===== src/prm_ram.sv =====
// ----------------------------------------------------------------------------
// prm_ram: generic simple dual-port RAM
// One write port and one read port with a registered read.
// ----------------------------------------------------------------------------
module prm_ram #(
  parameter int WIDTH = 8,
  parameter int DEPTH = 16
) (
  input  logic                                  clk,
  input  logic                                  we,
  input  logic [(DEPTH > 1 ? $clog2(DEPTH) : 1)-1:0] waddr,
  input  logic [WIDTH-1:0]                      wdata,
  input  logic                                  re,
  input  logic [(DEPTH > 1 ? $clog2(DEPTH) : 1)-1:0] raddr,
  output logic [WIDTH-1:0]                      rdata
);

  logic [WIDTH-1:0] mem_r [DEPTH];

  always_ff @(posedge clk) begin
    if (we) begin
      mem_r[waddr] <= wdata;
    end
    if (re) begin
      rdata <= mem_r[raddr];
    end
  end

endmodule


===== config.mk =====
export PLATFORM = sky130hd
export DESIGN_NAME = prm_ram
export DESIGN_NICKNAME = d
export VERILOG_FILES = /design/src/prm_ram.sv
export SDC_FILE = /design/constraint.sdc
export NUM_CORES = 1
export LEC_CHECK = 0
export BUFFER_PORTS_ARGS = -buffer_cell sky130_fd_sc_hd__buf_4
export CAP_MARGIN = 10
export CORE_ASPECT_RATIO = 0.6
export CORE_MARGIN = 5
export CORE_UTILIZATION = 40
export CTS_CLUSTER_DIAMETER = 100
export DETAILED_ROUTE_END_ITERATION = 8
export PLACE_DENSITY_LB_ADDON = 0.1
export REMOVE_ABC_BUFFERS = 1
export SLEW_MARGIN = 25
export SYNTH_ARGS = -nofsm -noshare
export SYNTH_HDL_FRONTEND = slang
export SYNTH_SLANG_ARGS = --single-unit

===== constraint.sdc =====
create_clock -name clk -period 3.09 [get_ports clk]
set_input_delay 0.1545 -clock clk [delete_from_list [all_inputs] [get_ports clk]]
set_output_delay 0.1545 -clock clk [all_outputs]
set_load 0.02 [all_outputs]

==> results of run 1 <==
cells in the mapped netlist:
cell type	n
edfxtp_1	136
mux4_2	18
a22oi_1	16
mux4_1	14
nor2_1	13
nand2_1	9
nor3_1	4
buf_2	3
buf_6	3
clkdlybuf4s25_2	3
nand2b_1	2
nand3b_1	2
and2_1	1
and2b_1	1
buf_4	1
nand3_1	1
nor2b_1	1
or3b_2	1
state kept, by name, indices dropped and copies added, names as in the netlist:
signal	cells
mem_r	128
rdata	8
routing by layer:
metal / vias to the layer above / track usage [%] / share of wire, %
met5: - / 0 / 0
met2: 78 / 19.0 / 44
li1: 1062 / - / -
met4: 0 / 4.56 / 0.53
met1: 1232 / 22.8 / 47
met3: 5 / 4.21 / 8.7
where the power goes:
group | switching (W) | leakage (nW) | internal (W)
clock network | 0.000719 | 0.314 | 0.00150
registers | 0.00000974 | 1.24 | 0.00208
logic | 0.000117 | 0.533 | 0.0000847
worst max-delay path by stage:
| stage | endpoint | slack, ns | cells after the start |
|---|---|---|---|
| final | rdata[2] | 1.59 | 4 |
| after global routing | rdata[7] | 1.49 | 4 |
| after CTS | rdata[3] | 1.54 | 4 |
| after detailed placement | rdata[3] | 1.11 | 4 |
| after global placement | rdata[3] | 1.12 | 4 |
| after floorplan | mem_r[0][0] | 1.44 | 2 |
critical path: cells and delay by family:
| kind | cells | cell delay [ns] |
|---|---|---|
| and+or+nand+nor | 1 | 0.08 |
| muxes | 1 | 0.63 |
| buffers and inverters | 1 | 0.48 |
| AOI/OAI and AO/OA | 1 | 0.28 |
cell type report:
| cell class | count | area [um2] | area share, % |
|---|---|---|---|
| clock inverter | 14 | 230 | 3.68 |
| timing repair buffer | 33 | 248 | 3.96 |
| clock buffer | 17 | 425 | 6.80 |
| sequential | 136 | 4080 | 65.3 |
| tap | 170 | 213 | 3.40 |
| multi-input combinational | 83 | 1060 | 16.9 |
metrics by stage:
step / area, um2 / util [%]
global route: 6260 / 48.8
detailed placement: 5600 / 43.7
finish: 6260 / 48.8
CTS: 6260 / 48.8
global placement: 5600 / 43.7
floorplan: 5140 / -
cell families after synthesis:
group | after synthesis | synth area share [%]
AO/OA/AOI/OAI | 16 | 2.30
buffers and inverters | 10 | 1.65
flip-flops | 136 | 78.1
multiplexers | 32 | 14.8
AND/OR/NAND/NOR | 35 | 3.14
==> flow_summary.json, run 1 <==
{
  "clock-root-buffer": "clkbuf_16",
  "powerDensity_nw_per_um2": 721,
  "status": "completed",
  "leakage_nw": 2.08,
  "avgSynthCellArea_um2": 22.8,
  "synth_cell_types": 18,
  "die_h_um": 98.6,
  "slowest_stage": "mux4_1",
  "cts_resized": 0,
  "ys_ff_latch": 136,
  "antenna_cells": 0,
  "syn_area_um2": 5230,
  "drive_above_1_share_pct": 28.6,
  "start_util_pct": 40.8,
  "dr.first_iter.drc_count": 166,
  "crit_chain": "buf_4 -> mux4_1 -> a22oi_1 -> nand2_1",
  "critPathLaunchType": "input pin",
  "tns_ns": 0,
  "post_layout_nonfiller_instances": 453,
  "criticalPathCategory": "input pin to flop",
  "overflow": 0,
  "hold_end": "mem_r[5][7]",
  "maxSlewViolCount": 0,
  "whs_path_depth": 1,
  "skew_ns": 0.00777,
  "arrival_ns": 1.65,
  "ys_seq_area_share_pct": 78.1,
  "port_buffers": 26,
  "tightest_slew_ns": 0.956,
  "post-cts-setup-buffers": 0,
  "grtUsageTotal_pct": 14.4,
  "rsz0062_at_grt": "no",
  "die_x_um": 158,
  "final_nets": 290,
  "htree_levels": 4,
  "path_clk_slew_ns": 0.06,
  "worstRegToRegCells": 3,
  "grt_antenna_before_repair": 0,
  "wl_per_cell_um": 22.8,
  "grt_start_max_net_pins": 33,
  "drtAntennaViolNets": 0,
  "fillers": 1066,
  "dr.pass1.iters": 4,
  "regToRegStartpoint": "mem_r[15][0]",
  "dieArea_um2": 15500,
  "grt_pass1_wl_um": 15700,
  "fin_ws_ns": 1.59,
  "synth_top_area_share_pct": 78.1,
  "num_vias": 2377,
  "io_pins": 27,
  "final_cell_mix": "136 x edfxtp_1, 33 x buf_4, 18 x mux4_2",
  "hold_viol": 0,
  "cap_viol_max_count": 0,
  "fin_crit_ns": 1.50,
  "final-setup-viol-count": 0,
  "wirelength_um": 10300,
  "cp.required_ns": 3.24,
  "synthTopCellsByArea": "edfxtp_1 78%, mux4_2 7.8%, mux4_1 7.0%, a22oi_1 2.3%, nor2_1 0.93%",
  "end_kind": "flop",
  "worstHoldStart": "wdata[7]",
  "cts_made_buffers": 17,
  "yosys_warnings": 0,
  "fin_crit_sh_pct": 48.6,
  "crit_path_max_fanout": 32,
  "synthToLayoutAreaGrowth_pct": 19.7,
  "synth_cells": 229,
  "critPathMaxStageDelay_ns": 0.63,
  "dp.cells": 422,
  "gp_congestion": 0.695,
  "peakVddDrop_v": 0.000360,
  "slew_headroom_pct": 36.0,
  "cts_tree": "done",
  "reg2reg_to": "rdata[0]",
  "post-route-drc-count": 0,
  "vias_per_cell": 5.25,
  "rows": 32,
  "fin_hold_ws_ns": 0.0559,
  "synth_area_leader_cell": "edfxtp_1",
  "hold_class": "input pin to flop",
  "grt_pass1_vias": 2450,
  "crit_start": "raddr[0]",
  "clock_latency_ns": 0.40,
  "core_um2": 12800,
  "hpwl_um": 6520,
  "clock_sinks": 136,
  "power_w": 0.00451,
  "rrSetupSlack_ns": 1.62,
  "dpl_worst_slack_ns": 1.11,
  "fmax_mhz": 665,
  "postCtsHoldBufs": 0,
  "cts_buffer_depth": 2,
  "final_common_cell": "edfxtp_1"
}
Note: power is estimated with default switching activity, not from simulation.
==> inputs of run 2 (changes only) <==
- ABC_AREA: unset -> 1
- clock period: 3.09 -> 1.4 ns (I/O delays scaled with it)
==> run 2 against run 1 <==
Synthesized cell count up 140%. Worst setup slack got worse by 1.4 ns. Largest power group is now registers. Sequential power rose by 120%. Clock skew increased by 0.0012 ns. Worst hold slack got worse by 0.052 ns.
==> flow_summary.json, run 2 <==
{
  "hold_class": "input pin to flop",
  "powerDensity_nw_per_um2": 1390,
  "drtAntennaViolNets": 0,
  "grt_start_max_net_pins": 65,
  "grt_antenna_before_repair": 0,
  "dr.pass1.iters": 5,
  "port_buffers": 26,
  "p_int_w": 0.00759,
  "crit_path_max_fanout": 1,
  "wirelength_um": 14500,
  "clock_sinks": 136,
  "grt_pass1_wl_um": 22200,
  "status": "completed",
  "start_util_pct": 40.5,
  "num_vias": 3864,
  "post-cts-setup-buffers": 0,
  "crit_chain": "inv_1 -> nand2_1 -> nand3_1 -> nand3_1 -> nand3_1 -> nand2_1",
  "synth_cell_types": 11,
  "cp.required_ns": 1.56,
  "dr.first_iter.drc_count": 374,
  "final-setup-viol-count": 0,
  "synth_edf_count": 136,
  "clock-root-buffer": "clkbuf_16",
  "dieArea_um2": 17200,
  "hold_end": "mem_r[7][4]",
  "path_clk_slew_ns": 0.06,
  "rrSetupSlack_ns": 0.17,
  "skew_ns": 0.00898,
  "syn_area_um2": 5850,
  "clock_latency_ns": 0.40,
  "wl_per_cell_um": 17.8,
  "yosysMostFrequentCell": "nand2_1",
  "drive_above_1_share_pct": 14.3,
  "peakVddDrop_v": 0.000688,
  "power_frac_comb_pct": 6.5,
  "grtUsageTotal_pct": 17.2,
  "cts_tree": "done",
  "power_switching_w": 0.00212,
  "worstRegToRegCells": 6,
  "async_reset_ff_share_pct": 0,
  "synth_top_area_share_pct": 69.8,
  "fin_crit_sh_pct": 88.2,
  "synthFlopType": "edfxtp_1",
  "synth_area_leader_cell": "edfxtp_1",
  "whs_path_depth": 1,
  "top_register": "mem_r",
  "synthToLayoutAreaGrowth_pct": 19.5,
  "synth_cells": 551,
  "cp_common_cell": "nand3_1",
  "wl_met3_um": 641,
  "cap_viol_max_count": 0,
  "htree_levels": 4,
  "pwr-share-clk_pct": 45.9,
  "fin_util_pct": 48.5,
  "gp_congestion": 0.803,
  "hpwl_um": 9470,
  "criticalPathCategory": "flop to flop",
  "maxSlewViolCount": 0,
  "io_pins": 27,
  "cts_made_buffers": 17,
  "vias_per_cell": 4.75,
  "fillers": 1321,
  "largest_register_ffs": 128,
  "reg2reg_to": "rdata[6]",
  "worstHoldStart": "wdata[4]",
  "slowest_stage": "edfxtp_1",
  "power_w": 0.00971,
  "rows": 34,
  "hold_viol": 0,
  "cts_buffer_depth": 2,
  "wl_met2_um": 6230,
  "synth_common_cells": "173 x nand2_1, 136 x edfxtp_1, 100 x inv_1",
  "tightest_slew_ns": 0.414,
  "yosys_warnings": 0,
  "antenna_cells": 0,
  "regToRegStartpoint": "mem_r[7][6]",
  "die_h_um": 104,
  "fin_crit_ns": 1.23,
  "grt_pass1_vias": 3717,
  "overflow": 0,
  "final_cell_mix": "173 x nand2_1, 136 x edfxtp_1, 100 x inv_1",
  "avgSynthCellArea_um2": 10.6,
  "synthTopCellsByArea": "edfxtp_1 70%, nand2_1 11%, nand3_1 8.3%, inv_1 6.4%, buf_6 1.2%",
  "slew_headroom_pct": 72.4,
  "rsz0062_at_grt": "no",
  "critPathMaxStageDelay_ns": 0.36,
  "ys_seq_area_share_pct": 69.8,
  "core_um2": 14400,
  "fmax_mhz": 810,
  "arrival_ns": 1.40,
  "routed.top_layer": "met4",
  "ys_ff_latch": 136,
  "end_kind": "flop",
  "final_nets": 623,
  "leakage_nw": 3.02,
  "final_common_cell": "nand2_1",
  "tns_ns": 0,
  "critPathLaunchType": "flop",
  "wl_met1_um": 7530,
  "pwr-share-seq_pct": 47.5,
  "post-route-drc-count": 0,
  "netSwitchingFraction_pct": 21.9,
  "die_x_um": 166,
  "top_regs": "mem_r: 128 flops, rdata: 8 flops"
}
## run 2: changes by cell type after synthesis, moves of 10 or more
cell	previous run	this run
a22oi_1	16	0
buf_2	3	13
inv_1	0	100
mux4_1	14	0
mux4_2	18	0
nand2_1	9	173
nand3_1	1	97
## run 2: metal layers
layer	vias to the layer above	track usage [%]
li1	1886	-
met1	1874	26.7
met2	94	24.5
met3	10	3.69
met4	0	4.24
met5	-	0
## run 2: worst max path at each step
stage | startpoint | endpoint | slack (ns) | cells after the start
6_report | mem_r[7][6] | rdata[6] | 0.17 | 6
3_5_place_dp | raddr[0] | rdata[6] | -0.06 | 8
3_3_place_gp | raddr[0] | rdata[6] | -0.04 | 8
5_1_grt | mem_r[7][6] | rdata[6] | 0.1 | 6
4_1_cts | mem_r[7][6] | rdata[6] | 0.17 | 6
2_1_floorplan | raddr[0] | rdata[2] | 0.21 | 6
## run 2: timing repair
item,in CTS,in global routing
gates resized for setup,0,0
hold endpoints to repair,2,0
hold buffers,1,0
endpoints found under the setup margin,0,0
## run 2: metrics by stage
step	cells	cell area, um2	setup slack [ns]	hold WS, ns
after detailed placement	782	6390	-0.0551	0.427
final	814	6990	0.166	0.00442
after CTS	814	6990	0.165	0.00205
after global routing	814	6990	0.0985	0.00177
after global placement	782	6390	-0.0360	0.422
after floorplan	527	5680	0.209	0.169
## run 2: cell families (layout without fill, tap and decap cells)
family | after synthesis | count (layout) | synth area share [%]
buffers and inverters | 126 | 191 | 9.39
DFF | 136 | 136 | 69.8
and+or+nand+nor | 289 | 289 | 20.8
## run 2: critical path: cells and delay by family, from the launching register on
family | cells | cell delay (ns)
buffers and inverters | 1 | 0.06
flip-flops | 1 | 0.36
AND/OR/NAND/NOR | 5 | 0.57
## run 2: area by class of cell
class | instances | area (um2) | share of cell area (%)
repair buffers | 58 | 475 | 6.80
clock inverters | 12 | 153 | 2.18
well taps | 198 | 248 | 3.54
multi-input cells | 289 | 1210 | 17.4
flip-flops and latches | 136 | 4080 | 58.4
clock buffers | 19 | 433 | 6.19
inverters | 102 | 383 | 5.48
## run 2: power by group through the flow
| stage | logic [W] | clock network (W) | registers, W |
|---|---|---|---|
| 2_1_floorplan | 0.000246 | 0 | 0.00472 |
| 3_3_place_gp | 0.000637 | 0 | 0.00470 |
| 3_5_place_dp | 0.000639 | 0 | 0.00470 |
| 4_1_cts | 0.000643 | 0.00453 | 0.00462 |
| 5_1_grt | 0.000704 | 0.00472 | 0.00462 |
| 6_report | 0.000634 | 0.00446 | 0.00462 |
==> inputs of run 3 (changes only) <==
--- a/config.mk
+++ b/config.mk
@@ -11,5 +11,5 @@
 export CORE_ASPECT_RATIO = 0.6
 export CORE_MARGIN = 5
-export CORE_UTILIZATION = 40
+export CORE_UTILIZATION = 47
 export CTS_CLUSTER_DIAMETER = 100
 export DETAILED_ROUTE_END_ITERATION = 8
==> constraint.sdc (replaced) <==
create_clock -name clk -period 1.4 [get_ports clk]
set_input_delay 0.07 -clock clk [delete_from_list [all_inputs] [get_ports clk]]
set_output_delay 0.07 -clock clk [all_outputs]
set_load 0.005 [all_outputs]
==> run 3 against run 2 <==
The flow now finishes with violations (hold timing). Critical path depth did not move. Sequential cell count unchanged. Worst setup slack better by 0.13 ns. Largest power group unchanged. Total power is 3.3% lower. Highest routed layer unchanged. Core utilization grew 8.7 points. Global-route usage up 2.2 points. Critical path type unchanged.
==> flow_summary.json, run 3 (same netlist as run 2, synthesis figures left out) <==
{
  "status": "finished, violations left",
  "violations": "hold timing",
  "rows": 31,
  "wirelength_um": 13500,
  "gp_congestion": 0.864,
  "criticalPathCategory": "flop to flop",
  "post_layout_nonfiller_instances": 782,
  "clock_sinks": 136,
  "dieArea_um2": 14800,
  "overflow": 0,
  "synthToLayoutAreaGrowth_pct": 18.4,
  "fin_hold_ws_ns": -0.000568,
  "clock-root-buffer": "clkbuf_16",
  "start_util_pct": 48.3,
  "postCtsHoldBufs": 5,
  "end_kind": "flop",
  "wl_per_cell_um": 17.2,
  "maxSlewViolCount": 0,
  "hold_class": "input pin to flop",
  "dr.pass1.iters": 7,
  "cp.required_ns": 1.56,
  "antenna_cells": 0,
  "slowest_stage": "edfxtp_1",
  "grt_antenna_before_repair": 0,
  "dp.cells": 748,
  "cap_viol_max_count": 0,
  "port_buffers": 26,
  "slew_headroom_pct": 77.8,
  "cp_common_cell": "nand3_1",
  "critPathMaxStageDelay_ns": 0.37,
  "grtUsageTotal_pct": 19.4,
  "fin_crit_ns": 1.11,
  "pwr-share-seq_pct": 49.2,
  "io_pins": 27,
  "final_cell_mix": "173 x nand2_1, 136 x edfxtp_1, 100 x inv_1",
  "cts_resized": 0,
  "grt_pass1_vias": 3715,
  "hold_viol": 2,
  "core_um2": 12100,
  "rsz0062_at_grt": "no",
  "top_regs": "mem_r: 128 flops, rdata: 8 flops",
  "largest_register_ffs": 128,
  "cts_made_buffers": 17,
  "powerDensity_nw_per_um2": 1360,
  "peakVddDrop_v": 0.00104,
  "leakage_nw": 3.00,
  "skew_ns": 0.00818,
  "netSwitchingFraction_pct": 21.5,
  "regToRegStartpoint": "mem_r[12][7]",
  "top_register": "mem_r",
  "critPathLaunchType": "flop",
  "pwr-share-clk_pct": 44.5,
  "cts_tree": "done",
  "final_common_cell": "nand2_1",
  "crit_chain": "inv_1 -> nand2_1 -> nand3_1 -> nand3_1 -> nand3_1 -> nand2_1",
  "drive_above_1_share_pct": 13.8,
  "fin_crit_sh_pct": 79.2,
  "fmax_mhz": 902,
  "hpwl_um": 8890,
  "crit_start": "mem_r[12][7]",
  "power_frac_comb_pct": 6.3,
  "arrival_ns": 1.27,
  "tns_ns": 0,
  "post-cts-setup-buffers": 0,
  "grt_start_max_net_pins": 42,
  "htree_levels": 4,
  "die_h_um": 96.4,
  "dr.first_iter.drc_count": 348,
  "path_clk_slew_ns": 0.06,
  "power_switching_w": 0.00202,
  "vias_per_cell": 4.92,
  "post-route-drc-count": 0,
  "tightest_slew_ns": 0.333,
  "die_x_um": 154,
  "final-setup-viol-count": 0,
  "grt_pass1_wl_um": 21000,
  "crit_path_max_fanout": 1,
  "clock_latency_ns": 0.42,
  "worstHoldStart": "wdata[1]",
  "cts_buffer_depth": 2,
  "p_int_w": 0.00736,
  "drtAntennaViolNets": 0,
  "num_vias": 3849,
  "final_nets": 626
}
run 3: changes by cell type in the layout (fill, tap and decap cells not counted):
cell and change:
buf_12 -1, bufinv_16 -1, clkinv_2 +1, clkinv_4 -3, clkinvlp_4 +2, dlygate4sd3_1 +4
inv_6 -1
run 3: worst paths after layout:
| check | cells past startpoint | end | slack, ns |
|---|---|---|---|
| worst min register to register | 6 | rdata[0] | 0.74 |
| worst max register to register | 6 | rdata[7] | 0.29 |
| worst max-delay path | 6 | rdata[7] | 0.29 |
| worst min-delay path | 1 | mem_r[13][1] | -0.0006 |
run 3: per-layer routing:
metal / vias to the layer above / share of wire [%] / global-route usage [%]
met1: 1822 / 49 / 27.8
li1: 1889 / - / -
met2: 118 / 43 / 28.4
met3: 20 / 6.4 / 4.90
met5: - / 0 / 0
met4: 0 / 1.9 / 8.08
run 3: area by class of cell:
| type | instances | area, um2 |
|---|---|---|
| repair buffers | 61 | 495 |
| well taps | 165 | 206 |
| clock inverters | 10 | 108 |
| inverters | 102 | 383 |
| flip-flops and latches | 136 | 4080 |
| multi-input cells | 289 | 1210 |
| clock buffers | 19 | 433 |
| fillers | 1060 | 5180 |
run 3: critical path, delay by kind of cell, from the launching register on:
family	cells	cell delay, ns
buffers and inverters	1	0.07
and+or+nand+nor	5	0.41
DFF	1	0.37
run 3: stage by stage:
stage	cell area (um2)	setup WS [ns]	hold slack (ns)	power, W	utilization [%]
after detailed placement	6330	0.178	0.388	0.00528	52.3
final	6920	0.292	-0.000568	0.00939	57.2
after CTS	6920	0.271	0.00264	0.00941	57.2
after global placement	6330	0.192	0.388	0.00528	52.3
after global routing	6920	0.183	0.00651	0.00967	57.2
after floorplan	5680	0.209	0.169	0.00494	-
run 3: power by group through the flow:
stage / Combinational [W] / Sequential, W / Clock [W]
global route: 0.000661 / 0.00462 / 0.00438
floorplan: 0.000246 / 0.00469 / 0
detailed placement: 0.000583 / 0.00470 / 0
finish: 0.000593 / 0.00462 / 0.00418
global placement: 0.000578 / 0.00470 / 0
CTS: 0.000598 / 0.00462 / 0.00420
